==> config.mk <==
export PLATFORM = sky130hd
export DESIGN_NAME = chdt_div
export DESIGN_NICKNAME = d
export VERILOG_FILES = /design/src/rtl/core/chdt_pkg.sv /design/src/rtl/core/chdt_div.sv
export SDC_FILE = /design/constraint.sdc
export NUM_CORES = 1
export LEC_CHECK = 0
export BUFFER_PORTS_ARGS = -buffer_cell sky130_fd_sc_hd__buf_2
export CORE_AREA = 2 2 39 41
export CTS_CLUSTER_SIZE = 40
export DETAILED_ROUTE_END_ITERATION = 16
export DIE_AREA = 0 0 41 43
export MAX_ROUTING_LAYER = met4
export PLACE_DENSITY = 0.77
export SYNTH_ARGS = -nofsm -noshare
export SYNTH_HDL_FRONTEND = slang
export SYNTH_SLANG_ARGS = --single-unit
==> constraint.sdc <==
create_clock -name i_clk -period 0.95 [get_ports i_clk]
set_input_delay 0.095 -clock i_clk [delete_from_list [all_inputs] [get_ports i_clk]]
set_output_delay 0.095 -clock i_clk [all_outputs]
set_load 0.05 [all_outputs]
==> src/rtl/core/chdt_pkg.sv <==
package chdt_pkg;

    localparam int C_CNT_W  = 21;
    localparam int C_OFF_W  = 20;
    localparam int C_DIV_W  = 22;
    localparam int C_HASH_W = 64;

    localparam logic [C_HASH_W-1:0] FNV_BASIS = 64'hcbf2_9ce4_8422_2325;

    typedef logic [1:0] t_opcode;

    localparam t_opcode OP_BEGIN = 2'd0;
    localparam t_opcode OP_DATA  = 2'd1;
    localparam t_opcode OP_INVAL = 2'd2;

    typedef struct packed {
        t_opcode              opcode;
        logic [7:0]           data_byte;
        logic [C_CNT_W-1:0]   byte_count;
        logic [C_OFF_W-1:0]   byte_offset;
    } t_in_item;

    typedef struct packed {
        logic [7:0]           chunk_index;
        logic                 chunk_dirty;
        logic [C_HASH_W-1:0]  chunk_hash;
        logic                 final_chunk;
    } t_out_item;

    typedef struct packed {
        logic                 valid;
        logic [C_HASH_W-1:0]  hash;
    } t_entry;

    typedef struct packed {
        logic                 start;
        logic [C_DIV_W-1:0]   dividend;
    } t_div_req;

    typedef struct packed {
        logic                 done;
        logic [C_DIV_W-1:0]   quotient;
    } t_div_rsp;

    // One FNV-1a byte step; the 64-bit prime 2^40 + 0x1b3 is applied as shift-add.
    function automatic logic [C_HASH_W-1:0] fnv_step(input logic [C_HASH_W-1:0] h,
                                                     input logic [7:0] d);
        logic [C_HASH_W-1:0] x;
        x = h ^ {56'd0, d};
        return (x << 40) + (x << 8) + (x << 7) + (x << 5) + (x << 4) + (x << 1) + x;
    endfunction

endpackage

==> src/rtl/core/chdt_div.sv <==
module chdt_div #(
    parameter int CHUNK_BYTES = 4096
) (
    input  logic                i_clk,
    input  logic                i_rst_n,
    input  chdt_pkg::t_div_req  i_req,
    output chdt_pkg::t_div_rsp  o_rsp
);
    import chdt_pkg::*;

    localparam int SH = $clog2(CHUNK_BYTES);

    logic               r_done;
    logic [C_DIV_W-1:0] r_quo;

    // Chunk size is a power of two: the quotient is a registered right shift.
    always_ff @(posedge i_clk) begin
        if (!i_rst_n) begin
            r_done <= 1'b0;
        end else begin
            r_done <= i_req.start;
        end
    end

    always_ff @(posedge i_clk) begin
        if (i_req.start) begin
            r_quo <= i_req.dividend >> SH;
        end
    end

    assign o_rsp.done     = r_done;
    assign o_rsp.quotient = r_quo;

endmodule

-- Yosys cells after proc, flatten, opt, wreduce, memory -nomap -nowiden
Cells that the tools add are included.
- register bits: 11
- input bits: 25

-- Logic depth before layout (Yosys ltp)
- depth after elaboration: 0
- gate-level depth with buffers: 1

-- Worst setup path after synthesis
Ideal clock, no wire load.
- kind: flip-flop to output port
- start point: reg r_quo[0]
- end point: out o_rsp[0] in the netlist's numbering
- arrival: 601 ps
- data required time: 855 ps
- setup slack: 254 ps
- cell stages (with the launch flop): 1
- path through: edfxtp_1
- RTL lines (what ; RTL line ; source):
    start, declared ; chdt_div.sv:14 ; logic [C_DIV_W-1:0] r_quo;
    start signal, assigned ; chdt_div.sv:27 ; r_quo <= i_req.dividend >> SH;
    end, declared ; chdt_div.sv:7 ; output chdt_pkg::t_div_rsp o_rsp
No word-level cell between the ends.

-- Worst setup path after layout
- start point: reg r_quo[4]
- end point: out o_rsp[4] in the netlist's numbering
No word-level cell between the ends.

==> results.md <==
- Crit path time final: 911 ps
- Effective utilization at floorplan: 30.9%
- CTS Buffer Depth: 2
- Gr usage total: 6.31%
- Synth-to-layout area growth: 33.3%
- Vias in the first global route: 210
- Total die area: 1760 um2
- Post-synth ARST share: 0%
- Post-Synth XOR/XNOR Area: 0%
- GPL Wtd Cong: 0.588
- CP top delay family: flip-flops
- Routed via count: 240
- Tcrit/Tclk final: 95.9%
- Placed cell count: 63
- Die Width: 41 um
- Final setup viols: 0
- Drt drc: 0
- Status: finished, final reports clean
- Synth top area share: 70.2%
- TritonCTS clock tree: done
- IO Port Bufs: 23
- Post-Route WL: 606 um
- Max VDD drop: 0.585 mV
- ANT cells: 0
- Fin util: 41.2%
- HP Class: primary input to register
- Yosys reg bits: 11
- Post-Syn Instances: 26
- Grt ovf: 0
- Synthesis Warnings: 0
- Critical Path Fanout Max: 1
- Core Area: 1380 um2
- Crit path kind: register to output port
- Pwr dens: 2080 nW/um2
- Pre-CTS WS: 285 ps
- Vias per cell: 3.53
- Cell Rows: 14
- First-pass DRT Iterations: 2
- Largest net degree at the start of global routing: 12
- Top post-synthesis cells by count: buf_4 (13), edfxtp_1 (10), and2_1 (1), conb_1 (1), dfxtp_1 (1)
- Post-Syn Area: 428 um2
- Antenna violations before repair: 0
- Hold Fails Final Rpt: 0
- Post-synthesis adder-cell area fraction: 0%
- Top cells by area, synth: edfxtp_1 (70%), buf_4 (23%), dfxtp_1 (4.7%)
- Die Span Y: 43 um
- CTS buffer count: 3
- Root buffer cell: clkbuf_4
- Top FF cell, synth: edfxtp_1
- Syn Area/Cell: 16.5 um2
- CP arrival: 820 ps
- Max-slew violation count: 0
- 1st-iter DRT viols: 2
- Crit-path max cell delay: 310 ps
- Number of enable flip-flop cells after synthesis: 10
- Critical path's slowest cell: edfxtp_1
- Per-cell routed wire length: 8.91 um
- Post-Layout Cell Count: 68
- Fmax: 1100 MHz
- Worst Setup Slack, final: 38.8 ps
- Synth unique cells: 5
- CP cell instances: buf_2
- Nets: 78
- Worst hold start: i_req[18]
- Antenna violation net count after detailed routing: 0
- Synth Area in Compound Gates: 0%
- CP required: 850 ps
- Critical Path Start: r_quo[4]$_DFFE_PP_
- Reg clk slew, reported paths: 60 ps
- First-pass GRT wire length: 676 um
- Yosys top cell by area: edfxtp_1
- Leading cell type by number of instances after synthesis: buf_4
- Simple-Gate Fraction of Synth Area: 1.46%
- Share of layout cells above drive strength 1: 50.0%
- CTS H-tree depth: 1
- Setup Fix Bufs, Post-CTS: 0
- Crit. End Element: output port
- Sequential area share after synthesis: 74.9%
- Largest family of logic cells by synthesized area: buffers and inverters
- Buf+Inv Stages, Crit Path: 1
- Post-synthesis mux area share: 0%
- CP startpoint kind: register
- Io pins: 48
- Leak: 0.000268 uW
- Maxcap violations: 0
- Clock Sinks: 11
-- area by class of cell --
type / instances / area [um2]
clock buffers: 4 / 26.3
fillers: 136 / 813
multi-input cells: 13 / 51.3
flip-flops and latches: 11 / 320
well taps: 16 / 20.0
repair buffers: 24 / 153
-- registers in the layout (all words and copies together) (netlist names) --
register and flops:
r_quo 10, r_done 1
-- through the flow --
step	hold slack, ps	TNS, ps	total power (uW)	cell area [um2]
after floorplan	194	0	865	469
after global placement	273	0	881	507
after detailed placement	273	0	884	507
after CTS	10.3	0	1170	533
after global routing	3.48	-11.3	1240	571
final	15.2	0	1190	571
-- path summary, 6_finish.rpt --
| kind | endpoint | depth (start not counted) |
|---|---|---|
| worst max-delay path | o_rsp[4] | 1 |
| worst min-delay path | r_quo[6]$_DFFE_PP_ | 1 |
-- layout by cell type (no fill, tap or decap) --
cell,n
buf_2,15
dfxtp_1,1
buf_4,6
clkbuf_4,3
dlygate4sd3_1,1
conb_1,12
clkbuf_1,1
edfxtp_1,10
buf_6,2
and2_1,1
-- layer usage --
layer / GRT usage, % / vias to the layer above / routed length (um)
met1: 3.45 / 110 / 148
li1: - / 114 / -
met4: 6.00 / 0 / 14
met2: 11.9 / 14 / 391
met3: 1.57 / 2 / 52
met5: - / - / 0
-- logic make-up (layout without fill, tap and decap cells) --
| logic type | Yosys count | count (layout) |
|---|---|---|
| buf+inv | 13 | 28 |
| flops | 11 | 11 |
| other cells | 1 | 12 |
| simple gates | 1 | 1 |
-- where the power goes --
group	switching, uW	leakage [uW]	internal [uW]
logic	257	0.000146	63.9
registers	10.0	0.000106	569
clock network	125	0.0000150	161
-- timing repair --
item / 4_1_cts / 5_1_grt
setup endpoints to repair: 0 / 8
endpoints found under the hold margin: 0 / 1
resized for setup: 0 / 18
hold buffers: 0 / 1
(Power assumes the default switching activity.)
